## src/design/rpp_pkg.sv

```systemverilog
// Shared types, constants and helpers for the RSSI proximity pulser.
package rpp_pkg;

	localparam int unsigned AgeW = 16;
	localparam logic [AgeW-1:0] AgeMax = 16'hFFFF;
	localparam logic [AgeW-1:0] PulseLenMs = 16'd50;
	localparam logic [AgeW-1:0] PacketTimeoutMs = 16'd2500;
	localparam logic [6:0] LampBright = 7'd100;
	localparam logic [6:0] LampDim = 7'd20;
	localparam logic [6:0] LampOff = 7'd0;

	// Numerator of the period map: 9-bit magnitude times 16-bit magnitude
	localparam int unsigned DivBits = 25;
	localparam int unsigned CntW = $clog2(DivBits + 1);

	localparam int unsigned AddrW = 5;
	localparam int unsigned DataW = 32;

	typedef enum logic [2:0] {
		REG_NEAR_RSSI_LOW   = 3'd0,
		REG_NEAR_RSSI_HIGH  = 3'd1,
		REG_NEAR_PERIOD_LOW = 3'd2,
		REG_NEAR_PERIOD_HIGH = 3'd3,
		REG_FAR_RSSI_LOW    = 3'd4,
		REG_FAR_RSSI_HIGH   = 3'd5,
		REG_FAR_PERIOD_LOW  = 3'd6,
		REG_FAR_PERIOD_HIGH = 3'd7
	} reg_idx_t;

	typedef enum logic [2:0] {
		ST_IDLE,
		ST_AGE,
		ST_MUL,
		ST_DIV,
		ST_MAP,
		ST_DONE
	} state_t;

	function automatic logic [AgeW-1:0] age_up(input logic [AgeW-1:0] a);
		return (a == AgeMax) ? a : a + 16'd1;
	endfunction

endpackage

```

## src/design/rssi_proximity_pulser.sv

```systemverilog
// RSSI proximity pulser: packet/tick sequencer with a shared serial divider.
// Sequence: a packet item goes from idle straight to done; a tick item runs the age
// step, and when the RSSI changed and the map points differ, the multiply step, the
// 25-step restoring divider (one quotient bit per cycle) and the map step before done.
// Throughput: one item at a time; the next request is taken once the sequencer is idle.
// Reset: arst_n async loads register defaults and clears state except divider and m_tdata.
module rssi_proximity_pulser (
	input  logic                        clk,
	input  logic                        arst_n,
	input  logic                        s_tvalid,
	output logic                        s_tready,
	input  logic [15:0]                 s_tdata,  // rssi[7:0], near_select[8], loud_select[9]
	input  logic [0:0]                  s_tuser,  // mode[0]: 0 tick, 1 packet
	output logic                        m_tvalid,
	input  logic                        m_tready,
	output logic [23:0]                 m_tdata,  // lamp_level[6:0], sound_on[7], period_ms[23:8]
	input  logic                        psel,
	input  logic                        penable,
	input  logic                        pwrite,
	input  logic [rpp_pkg::AddrW-1:0]   paddr,
	input  logic [rpp_pkg::DataW-1:0]   pwdata,
	output logic [rpp_pkg::DataW-1:0]   prdata,
	output logic                        pready
);
	import rpp_pkg::*;

	// configuration registers
	logic [7:0]  near_rssi_low_q, near_rssi_high_q, far_rssi_low_q, far_rssi_high_q;
	logic [15:0] near_period_low_q, near_period_high_q, far_period_low_q, far_period_high_q;

	// block state
	logic [7:0]      latest_q, seen_q;
	logic [AgeW-1:0] period_q, packet_age_q, since_q, pulse_age_q;
	logic [6:0]      lamp_q;
	logic            sound_q;

	// item and sequencer
	state_t state_q, state_d;
	logic   mode_q, near_q, loud_q;
	logic   map_neg_q;
	logic [DivBits-1:0] quo_q;
	logic [7:0]         rem_q, den_q;
	logic [CntW-1:0]    cnt_q;

	logic        m_tvalid_q;
	logic [23:0] m_tdata_q;

	logic        cfg_wr;
	reg_idx_t    cfg_idx;
	logic        accept, out_free, done_go;

	// selected sensitivity set
	logic [7:0]  r_lo, r_hi;
	logic [15:0] p_lo, p_hi;

	// tick datapath
	logic [AgeW-1:0] packet_age_up, since_up, pulse_age_up;
	logic [8:0]      rssi_mag;
	logic            changed, too_far, map_flat;
	logic [9:0]      x_neg, dx;
	logic [8:0]      dx_mag;
	logic [17:0]     dp, dp_abs;
	logic [15:0]     dp_mag;
	logic [8:0]      den, den_abs;
	logic [DivBits-1:0] product;

	// divider step
	logic [8:0] trial;
	logic       ge;

	// map result
	logic [25:0]     map_sum;
	logic [AgeW-1:0] map_res;

	// pulse start
	logic       fire;
	logic [6:0] lamp_nx;
	logic       sound_nx;

	assign pready  = 1'b1;
	assign cfg_wr  = psel && penable && pwrite && pready;
	assign cfg_idx = reg_idx_t'(paddr[4:2]);

	always_comb begin
		case (cfg_idx)
			REG_NEAR_RSSI_LOW:    prdata = {24'd0, near_rssi_low_q};
			REG_NEAR_RSSI_HIGH:   prdata = {24'd0, near_rssi_high_q};
			REG_NEAR_PERIOD_LOW:  prdata = {16'd0, near_period_low_q};
			REG_NEAR_PERIOD_HIGH: prdata = {16'd0, near_period_high_q};
			REG_FAR_RSSI_LOW:     prdata = {24'd0, far_rssi_low_q};
			REG_FAR_RSSI_HIGH:    prdata = {24'd0, far_rssi_high_q};
			REG_FAR_PERIOD_LOW:   prdata = {16'd0, far_period_low_q};
			REG_FAR_PERIOD_HIGH:  prdata = {16'd0, far_period_high_q};
			default:              prdata = '0;
		endcase
	end

	always_ff @(posedge clk or negedge arst_n) begin
		if (!arst_n) begin
			near_rssi_low_q    <= 8'd30;
			near_rssi_high_q   <= 8'd80;
			near_period_low_q  <= 16'd20;
			near_period_high_q <= 16'd1500;
			far_rssi_low_q     <= 8'd70;
			far_rssi_high_q    <= 8'd200;
			far_period_low_q   <= 16'd50;
			far_period_high_q  <= 16'd2000;
		end else if (cfg_wr) begin
			case (cfg_idx)
				REG_NEAR_RSSI_LOW:    near_rssi_low_q    <= pwdata[7:0];
				REG_NEAR_RSSI_HIGH:   near_rssi_high_q   <= pwdata[7:0];
				REG_NEAR_PERIOD_LOW:  near_period_low_q  <= pwdata[15:0];
				REG_NEAR_PERIOD_HIGH: near_period_high_q <= pwdata[15:0];
				REG_FAR_RSSI_LOW:     far_rssi_low_q     <= pwdata[7:0];
				REG_FAR_RSSI_HIGH:    far_rssi_high_q    <= pwdata[7:0];
				REG_FAR_PERIOD_LOW:   far_period_low_q   <= pwdata[15:0];
				REG_FAR_PERIOD_HIGH:  far_period_high_q  <= pwdata[15:0];
				default: ;
			endcase
		end
	end

	assign r_lo = near_q ? near_rssi_low_q    : far_rssi_low_q;
	assign r_hi = near_q ? near_rssi_high_q   : far_rssi_high_q;
	assign p_lo = near_q ? near_period_low_q  : far_period_low_q;
	assign p_hi = near_q ? near_period_high_q : far_period_high_q;

	// ages and limit tests
	always_comb begin
		packet_age_up = age_up(packet_age_q);
		since_up      = age_up(since_q);
		pulse_age_up  = age_up(pulse_age_q);
		rssi_mag      = latest_q[7] ? (9'd256 - {1'b0, latest_q}) : {1'b0, latest_q};
		too_far       = (rssi_mag > {1'b0, r_hi}) || (packet_age_up > PacketTimeoutMs);
		changed       = (latest_q != seen_q);
		map_flat      = (r_hi == r_lo);
	end

	// map operands: (x - lo) * (phi - plo) / (hi - lo), x = -rssi
	always_comb begin
		x_neg   = 10'd0 - {{2{latest_q[7]}}, latest_q};
		dx      = x_neg - {2'b00, r_lo};
		dx_mag  = dx[9] ? 9'(10'd0 - dx) : dx[8:0];
		dp      = {2'b00, p_hi} - {2'b00, p_lo};
		dp_abs  = dp[17] ? (18'd0 - dp) : dp;
		dp_mag  = dp_abs[15:0];
		den     = {1'b0, r_hi} - {1'b0, r_lo};
		den_abs = den[8] ? (9'd0 - den) : den;
		product = {16'd0, dx_mag} * {9'd0, dp_mag};
	end

	// one restoring division step
	always_comb begin
		trial = {rem_q, quo_q[DivBits-1]};
		ge    = (trial >= {1'b0, den_q});
	end

	// a negative quotient lands below period_low and clamps to it
	always_comb begin
		map_sum = {1'b0, quo_q} + 26'(p_lo);
		if (map_neg_q)
			map_res = p_lo;
		else if (map_sum[25:16] != 10'd0)
			map_res = AgeMax;
		else
			map_res = map_sum[15:0];
	end

	always_comb begin
		fire     = !mode_q && (period_q != 16'd0) && (since_q > period_q);
		lamp_nx  = fire ? (loud_q ? LampBright : LampDim) : lamp_q;
		sound_nx = fire ? loud_q : sound_q;
	end

	// sequencer: next state
	always_comb begin
		state_d = state_q;
		case (state_q)
			ST_IDLE: if (accept) state_d = s_tuser[0] ? ST_DONE : ST_AGE;
			ST_AGE: begin
				if (changed && !map_flat)
					state_d = ST_MUL;
				else
					state_d = ST_DONE;
			end
			ST_MUL:  state_d = ST_DIV;
			ST_DIV:  if (cnt_q == CntW'(1)) state_d = ST_MAP;
			ST_MAP:  state_d = ST_DONE;
			ST_DONE: if (done_go) state_d = ST_IDLE;
			default: state_d = ST_IDLE;
		endcase
	end

	// sequencer: outputs
	always_comb begin
		s_tready = (state_q == ST_IDLE);
		out_free = !m_tvalid_q || m_tready;
		done_go  = (state_q == ST_DONE) && out_free;
		accept   = s_tvalid && s_tready;
	end

	always_ff @(posedge clk or negedge arst_n) begin
		if (!arst_n) begin
			state_q <= ST_IDLE;
		end else begin
			state_q <= state_d;
		end
	end

	always_ff @(posedge clk or negedge arst_n) begin
		if (!arst_n) begin
			latest_q     <= '0;
			seen_q       <= '0;
			period_q     <= '0;
			packet_age_q <= '0;
			since_q      <= '0;
			pulse_age_q  <= '0;
			lamp_q       <= LampOff;
			sound_q      <= 1'b0;
			mode_q       <= 1'b0;
			near_q       <= 1'b0;
			loud_q       <= 1'b0;
			cnt_q        <= '0;
			map_neg_q    <= 1'b0;
		end else begin
			case (state_q)
				ST_IDLE: begin
					if (accept) begin
						mode_q <= s_tuser[0];
						near_q <= s_tdata[8];
						loud_q <= s_tdata[9];
						if (s_tuser[0]) begin
							latest_q     <= s_tdata[7:0];
							packet_age_q <= '0;
						end
					end
				end
				ST_AGE: begin
					packet_age_q <= packet_age_up;
					since_q      <= since_up;
					pulse_age_q  <= pulse_age_up;
					if (pulse_age_up > PulseLenMs) begin
						lamp_q  <= LampOff;
						sound_q <= 1'b0;
					end
					if (changed) begin
						seen_q <= latest_q;
						// equal map points: period goes straight to period_low
						if (map_flat)
							period_q <= p_lo;
					end else if (too_far) begin
						period_q <= '0;
					end
				end
				ST_MUL: begin
					map_neg_q <= dx[9] ^ dp[17] ^ den[8];
					cnt_q     <= CntW'(DivBits);
				end
				ST_DIV: begin
					cnt_q <= cnt_q - CntW'(1);
				end
				ST_MAP: begin
					period_q <= map_res;
				end
				ST_DONE: begin
					if (done_go) begin
						lamp_q  <= lamp_nx;
						sound_q <= sound_nx;
						if (fire) begin
							pulse_age_q <= '0;
							since_q     <= '0;
						end
					end
				end
				default: ;
			endcase
		end
	end

	// divider datapath
	always_ff @(posedge clk) begin
		case (state_q)
			ST_MUL: begin
				quo_q <= product;
				rem_q <= '0;
				den_q <= den_abs[7:0];
			end
			ST_DIV: begin
				quo_q <= {quo_q[DivBits-2:0], ge};
				rem_q <= ge ? 8'(trial - {1'b0, den_q}) : trial[7:0];
			end
			default: ;
		endcase
	end

	// output register
	always_ff @(posedge clk or negedge arst_n) begin
		if (!arst_n) begin
			m_tvalid_q <= 1'b0;
		end else if (done_go) begin
			m_tvalid_q <= 1'b1;
		end else if (m_tready) begin
			m_tvalid_q <= 1'b0;
		end
	end

	always_ff @(posedge clk) begin
		if (done_go)
			m_tdata_q <= {period_q, sound_nx, lamp_nx};
	end

	assign m_tvalid = m_tvalid_q;
	assign m_tdata  = m_tdata_q;

	a_cnt_idle: assert property (@(posedge clk) disable iff (!arst_n)
		(state_q != ST_DIV) |-> (cnt_q == '0))
		else $error("divider count live outside the divide state");

	a_sound_bright: assert property (@(posedge clk) disable iff (!arst_n)
		sound_q |-> (lamp_q == LampBright))
		else $error("beeper on without bright lamp");

	a_lamp_level: assert property (@(posedge clk) disable iff (!arst_n)
		(lamp_q == LampOff) || (lamp_q == LampDim) || (lamp_q == LampBright))
		else $error("lamp level off the allowed set");

	a_accept_busy: assert property (@(posedge clk) disable iff (!arst_n)
		(s_tvalid && s_tready) |=> (state_q != ST_IDLE))
		else $error("request taken but sequencer stayed idle");

endmodule
```

## config.mk

```make
export PLATFORM = sky130hd
export DESIGN_NAME = rssi_proximity_pulser
export DESIGN_NICKNAME = d
export VERILOG_FILES = /design/src/design/rpp_pkg.sv /design/src/design/rssi_proximity_pulser.sv
export SDC_FILE = /design/constraint.sdc
export NUM_CORES = 1
export LEC_CHECK = 0
export BUFFER_PORTS_ARGS = -buffer_cell sky130_fd_sc_hd__buf_4
export CORE_ASPECT_RATIO = 1.5
export CORE_MARGIN = 5
export CORE_UTILIZATION = 40
export DETAILED_ROUTE_END_ITERATION = 6
export PLACE_DENSITY_LB_ADDON = 0.1
export SYNTH_ARGS = -nofsm -noshare
export SYNTH_HDL_FRONTEND = slang
export SYNTH_SLANG_ARGS = --single-unit
export TNS_END_PERCENT = 10
```

## constraint.sdc

```tcl
create_clock -name clk -period 8.1 [get_ports clk]
set_clock_uncertainty 0.05 [all_clocks]
set_input_delay 1.62 -clock clk [delete_from_list [all_inputs] [get_ports clk]]
set_output_delay 1.62 -clock clk [all_outputs]
set_load 0.01 [all_outputs]
```

# --- Word-level counts from Yosys, hierarchy flattened ---
# Cells that the tools add are included.
totals:
  inputBits: 61
  regBits: 262
  latchBits: 0
  out_inout_bits: 59
  word_cells: 160
  ramBits: 0
  memories: 0
  romBits: 0
classes:
  muxes: 46
  n_eq_ne: 27
  shifts: 0
  n_reduce_logical: 38
  n_lt_le_gt_ge: 5
  mul: 1
  div_mod_pow: 0
  n_addsub: 14
  n_bitwise: 2
ops:
  columns: ["operator", "n"]
  rows:
  - ["$pmux W32 S8", 1]
  - ["$mux W16", 15]
  - ["$pmux W16 S2", 4]
  - ["$pmux W25 S2", 1]
  - ["$add A16 B1 Y16 const B", 3]
  - ["$eq A16 B16 Y1 const B", 3]
  - ["$mux W8", 4]
  - ["$mux W7", 4]
  - ["$add A25 B16 Y26", 1]
  - ["$mul A9 B16 Y25", 1]
  - ["$reduce_and A2 Y1", 10]
  - ["$eq A3 B3 Y1 const B", 6]
  - ["$mux W9", 2]
  - ["$pmux W3 S6", 1]
  - ["$reduce_and A3 Y1", 6]
  - ["$sub A16 B16 Y17", 1]
  - ["$gt A16 B12 Y1 const B", 1]
  - ["$gt A16 B16 Y1", 1]
  - ["$gt A16 B6 Y1 const B", 1]
  - ["$pmux W8 S2", 1]
  - ["$reduce_bool A16 Y1", 1]
  - ["$sub A1 B16 Y16 const A", 1]
  - ["$mux W3", 5]
  - ["$pmux W7 S2", 1]
  - ["other kinds (29)", 58]

# --- Depth between registers and ports, before layout ---
logic_depth:
  word_depth: 7
  depth_mapped: 38
  mapped_depth_nobuf: 34

# --- Worst setup path after synthesis ---
# OpenSTA, ideal clock, no wires.
synth_timing:
  kind: "register to register"
  start: "reg near_q"
  end: "reg quo_q[23] (data pin)"
  arrival_ns: 8.581
  setup_time_ns: 0.268
  path_buffers: 4
  slack_ns: -0.799
  t_required_ns: 7.782
  path_stages_with_launch: 37
  synth_period_minus_slack_ns: 8.899
  cell_sequence: "dfrtp_1 -> clkbuf_1 -> clkbuf_1 -> clkbuf_1 -> mux2i_1 -> inv_1 -> ha_1 -> inv_1 -> ha_1 -> fa_1 -> a21o_1 -> a21oi_1 -> o21bai_1 -> a21oi_1 -> o21ba_2 -> o21ai_1 -> nor2_1 -> xor2_1 -> clkbuf_1 -> nand2_1 -> fa_1 -> inv_1 -> fa_1 -> fa_1 -> inv_1 -> fa_1 -> inv_1 -> ha_1 -> a21o_1 -> a21o_1 -> a21oi_1 -> a31oi_1 -> a41o_1 -> or4_1 -> a31oi_1 -> xor2_1 -> o21ai_0"
synth_via:
  elab_chain_len: 6
  word_cells_on_any_way: 11
  classes_between: "add/sub: 4; mul: 1; mux: 6"
synth_rtl:
  columns: ["item", "line", "text"]
  rows:
  - ["start: declaration", "rssi_proximity_pulser.sv:39", "logic mode_q, near_q, loud_q;"]
  - ["start signal: assignment", "rssi_proximity_pulser.sv:230", "near_q <= s_tdata[8];"]
  - ["$mux W16, or another cell as far along", "rssi_proximity_pulser.sv:126", "assign p_hi = near_q ? near_period_high_q : far_period_high_q;"]
  - ["$sub A16 B16 Y17 / $sub A9 B9 Y10 (equally long branches)", "rssi_proximity_pulser.sv:144, rssi_proximity_pulser.sv:142", null]
  - ["$sub A1 B16 Y16 / $sub A1 B9 Y9 (equally long branches)", "rssi_proximity_pulser.sv:145, rssi_proximity_pulser.sv:143", null]
  - ["$mux W16 / $mux W9 (equally long branches)", "rssi_proximity_pulser.sv:145, rssi_proximity_pulser.sv:143", null]
  - ["$mul A9 B16 Y25 (*)", "rssi_proximity_pulser.sv:149", "product = {16'd0, dx_mag} * {9'd0, dp_mag};"]
  - ["$pmux W25 S2 (*)", "rssi_proximity_pulser.sv:282", "case (state_q)"]
  - ["end signal: assignment", "rssi_proximity_pulser.sv:284", "quo_q <= product;"]
  - ["end signal: assignment", "rssi_proximity_pulser.sv:289", "quo_q <= {quo_q[DivBits-2:0], ge};"]
  - ["end: declaration", "rssi_proximity_pulser.sv:41", "logic [DivBits-1:0] quo_q;"]
# Mark *: on every way between the ends. The rest lies on a longest branch, timed or not.
# A chain may end at the register's enable or synchronous reset.

# --- Worst setup path after layout ---
# Same ends and word-level chain as after synthesis.

==> results.cfg <==
[final_layout]
nets = 2955
syn_to_final_growth_pct = 22.49
antenna_cells = 0
drive_gt1_frac = 0.2707
final_area_um2 = 26920
nFillCells = 5158
final_util = 0.4937
stdcell_count = 3366

[synth]
synthTopCellsByArea = dfrtp_1 19%, fa_1 9.5%, edfxtp_1 8.9%, ha_1 8.1%, mux2_2 6.6%
synth_area_leader_cell = dfrtp_1
synth.top_cell.area_share = 0.1902
synthSimpleGateAreaFrac = 0.1485
ys_warn_count = 0
synth_commonest_cells = 233 x inv_1, 204 x nor2_1, 167 x dfrtp_1
ys_seq_area_frac = 0.3148
synthFlopType = dfrtp_1
postSynthAreaPerCell_um2 = 9.359
synth_edf_count = 65
synthMuxAreaShare = 0.09981
synthCells = 2348
async_flop_share = 0.7519
synth-compound-area-share = 0.1512
yosys.area_share.xor_xnor = 0.04783
synth_top_family_by_area = adder cells
ys_ff_latch = 262
synth_fa_ha_area_frac = 0.1756
synth_most_common_cell = inv_1
syn_area_um2 = 21980
synth.distinct_cells = 90

[clock_tree]
clock-sinks = 262
clockBufferDepth = 3
cts_root_buf = clkbuf_16
clock_latency_ps = 560
cts_max_level = 1
cts_tree = built
clkTransAtPathRegs_ps = 60
cts_buffers = 29

[route]
drt_wl_total_um = 63700
ant_nets = 0
wl_per_cell_um = 18.92
viasPerCell = 5.378
drt_iter0_markers = 937
vias = 18100
route.detailed.drc = 0
first_pass_iters = 5

[die]
die-width_um = 201.4
core.rowCount = 105
start_util = 0.4031
fp.coreArea_um2 = 54520
ioPinCount = 120
die_area_um2 = 59820
die_h_um = 297.1

[global_route]
grt_max_degree = 141
grt_pass1_vias = 18750
globalRouteMet1Util = 0.2404
use_met3 = 0.01625
groute.layer.met2.usage = 0.3967
gr-usage-all-layers = 0.2064
grt_pass1_wl_um = 101500
overflow = 0
grt-busiest-layer = met2
antenna_found_initial = 0

[timing]
slew_headroom = 0.2183
timing_hold_violations_final = 0
rsz0062_at_grt = true
drv_slew = 0
fmax_mhz = 123.2
setup_viol = 1
worst_pin_slew_ps = 1164
period_minus_slack_ps = 8117
fin_ws_ps = -16.79
finalCritPeriodShare = 1.002

[setup_path]
cp-startpoint = near_q
cp_common_cell = fa_1
slowest_delay_ps = 570
r2r-start = near_q
end_kind = flip-flop
crit_type = reg -> reg
crit_slowest_cell = dfrtp_4
start_kind = flip-flop
worstPathArrival_ps = 8360
crit_fanout = 8
worstPathRequired_ps = 8340

[place]
dp_cells = 3275
place.gp.congestion = 0.8928
placed_area_um2 = 24950
place.port_buffers = 78
detailed_place_hpwl_um = 49170

[worst_hold_path]
hold_start = mode_q
hold_path.class = reg -> reg

[run_status]
violations = negative setup slack
outcome = finished with violations

[flow_run]
max_cap_viol_count = 0
-- final timing paths --
check,endpoint,slack [ps],cells past startpoint
worst max-delay path,quo_q[23],-20,31
worst min-delay path,mode_q,430,2
worst max register to register,quo_q[23],-20,31
worst min register to register,mode_q,430,2
max in group asynchronous,near_q,5730,2
min in group asynchronous,pulse_age_q[0],980,1
-- sequential cells by signal, indices dropped and copies added, names as in the netlist, 16 cells and up --
register            count
m_tdata                24
near_period_high_q     16
near_period_low_q      16
since_q                16
pulse_age_q            16
far_period_high_q      16
packet_age_q           16
quo_q                  25
far_period_low_q       16
period_q               16
-- per-layer routing --
| layer | vias up | wire, um |
|---|---|---|
| met4 | 0 | 2215 |
| met5 | - | 0 |
| li1 | 8778 | - |
| met2 | 293 | 34780 |
| met3 | 94 | 1568 |
| met1 | 8936 | 25130 |
-- cells by family after synthesis --
| family | Yosys count |
|---|---|
| simple gates | 665 |
| mux | 188 |
| other cells | 2 |
| fa+ha+maj | 246 |
| buf+inv | 340 |
| compound gates | 525 |
| flops | 262 |
| xor+xnor | 120 |
-- cell type report --
type	count	area, um2	area share
Multi-Input combinational cell	1761	14410	0.5353
Sequential cell	262	6923	0.2572
Timing Repair Buffer	360	2882	0.1070
Inverter	234	878.3	0.03263
Tap cell	695	869.6	0.03230
Clock buffer	42	844.6	0.03137
Clock inverter	12	112.6	0.004183
-- critical path: cells and delay by family, from the launching register on --
family / cells / cell delay (ps)
fa+ha+maj: 6 / 2700
compound gates: 12 / 2170
simple gates: 4 / 990
buf+inv: 6 / 720
flops: 1 / 570
mux: 1 / 310
xor+xnor: 2 / 300
-- layout by cell type, fill, tap and decap left out, types with 11 or more instances in the layout --
master	netlist	layout
nor2_1	204	191
buf_4	18	333
a21o_1	35	35
dfstp_2	30	30
inv_1	233	229
mux4_2	12	12
xnor2_1	67	60
or3_1	19	19
xor2_1	53	49
buf_6	1	14
nand4_1	35	35
o21ai_1	3	12
nor2_2	1	12
fa_1	104	102
or2_2	23	22
ha_1	142	128
o21ai_0	138	125
dfrtp_1	167	166
a211oi_1	29	24
clkbuf_16	0	29
and3_1	15	15
nand2_1	163	162
nor2b_1	18	17
mux2i_1	47	39
nor4_1	14	13
conb_1	2	17
a21oi_2	11	18
mux2_2	129	126
nand2b_1	36	35
a21oi_1	161	151
o31ai_1	18	15
and2_1	21	20
ha_4	0	11
nor3_1	27	26
o21a_1	21	20
nand3_1	53	53
edfxtp_1	65	65
-- per-stage QoR --
| stage | worst slack [ps] | setup TNS, ps | hold slack [ps] |
|---|---|---|---|
| detailed placement | -423.4 | -1484 | 422.0 |
| CTS | 0.7931 | 0 | 437.3 |
| global placement | -383.8 | -1225 | 417.4 |
| floorplan | -19.98 | -19.98 | 397.9 |
| global route | -259.4 | -957.3 | 470.5 |
| finish | -16.79 | -16.79 | 433.9 |
-- repair_timing --
action	in CTS	in global routing
pin swaps	29	65
gates cloned	3	2
resized for setup	68	75
hold buffers	0	0
endpoints found under the setup margin	7	9
hold endpoints to repair	0	0
buffers inserted	16	16
Power is not shown: default switching activity piles up to over one toggle a cycle in this logic, so the estimate is an artifact.
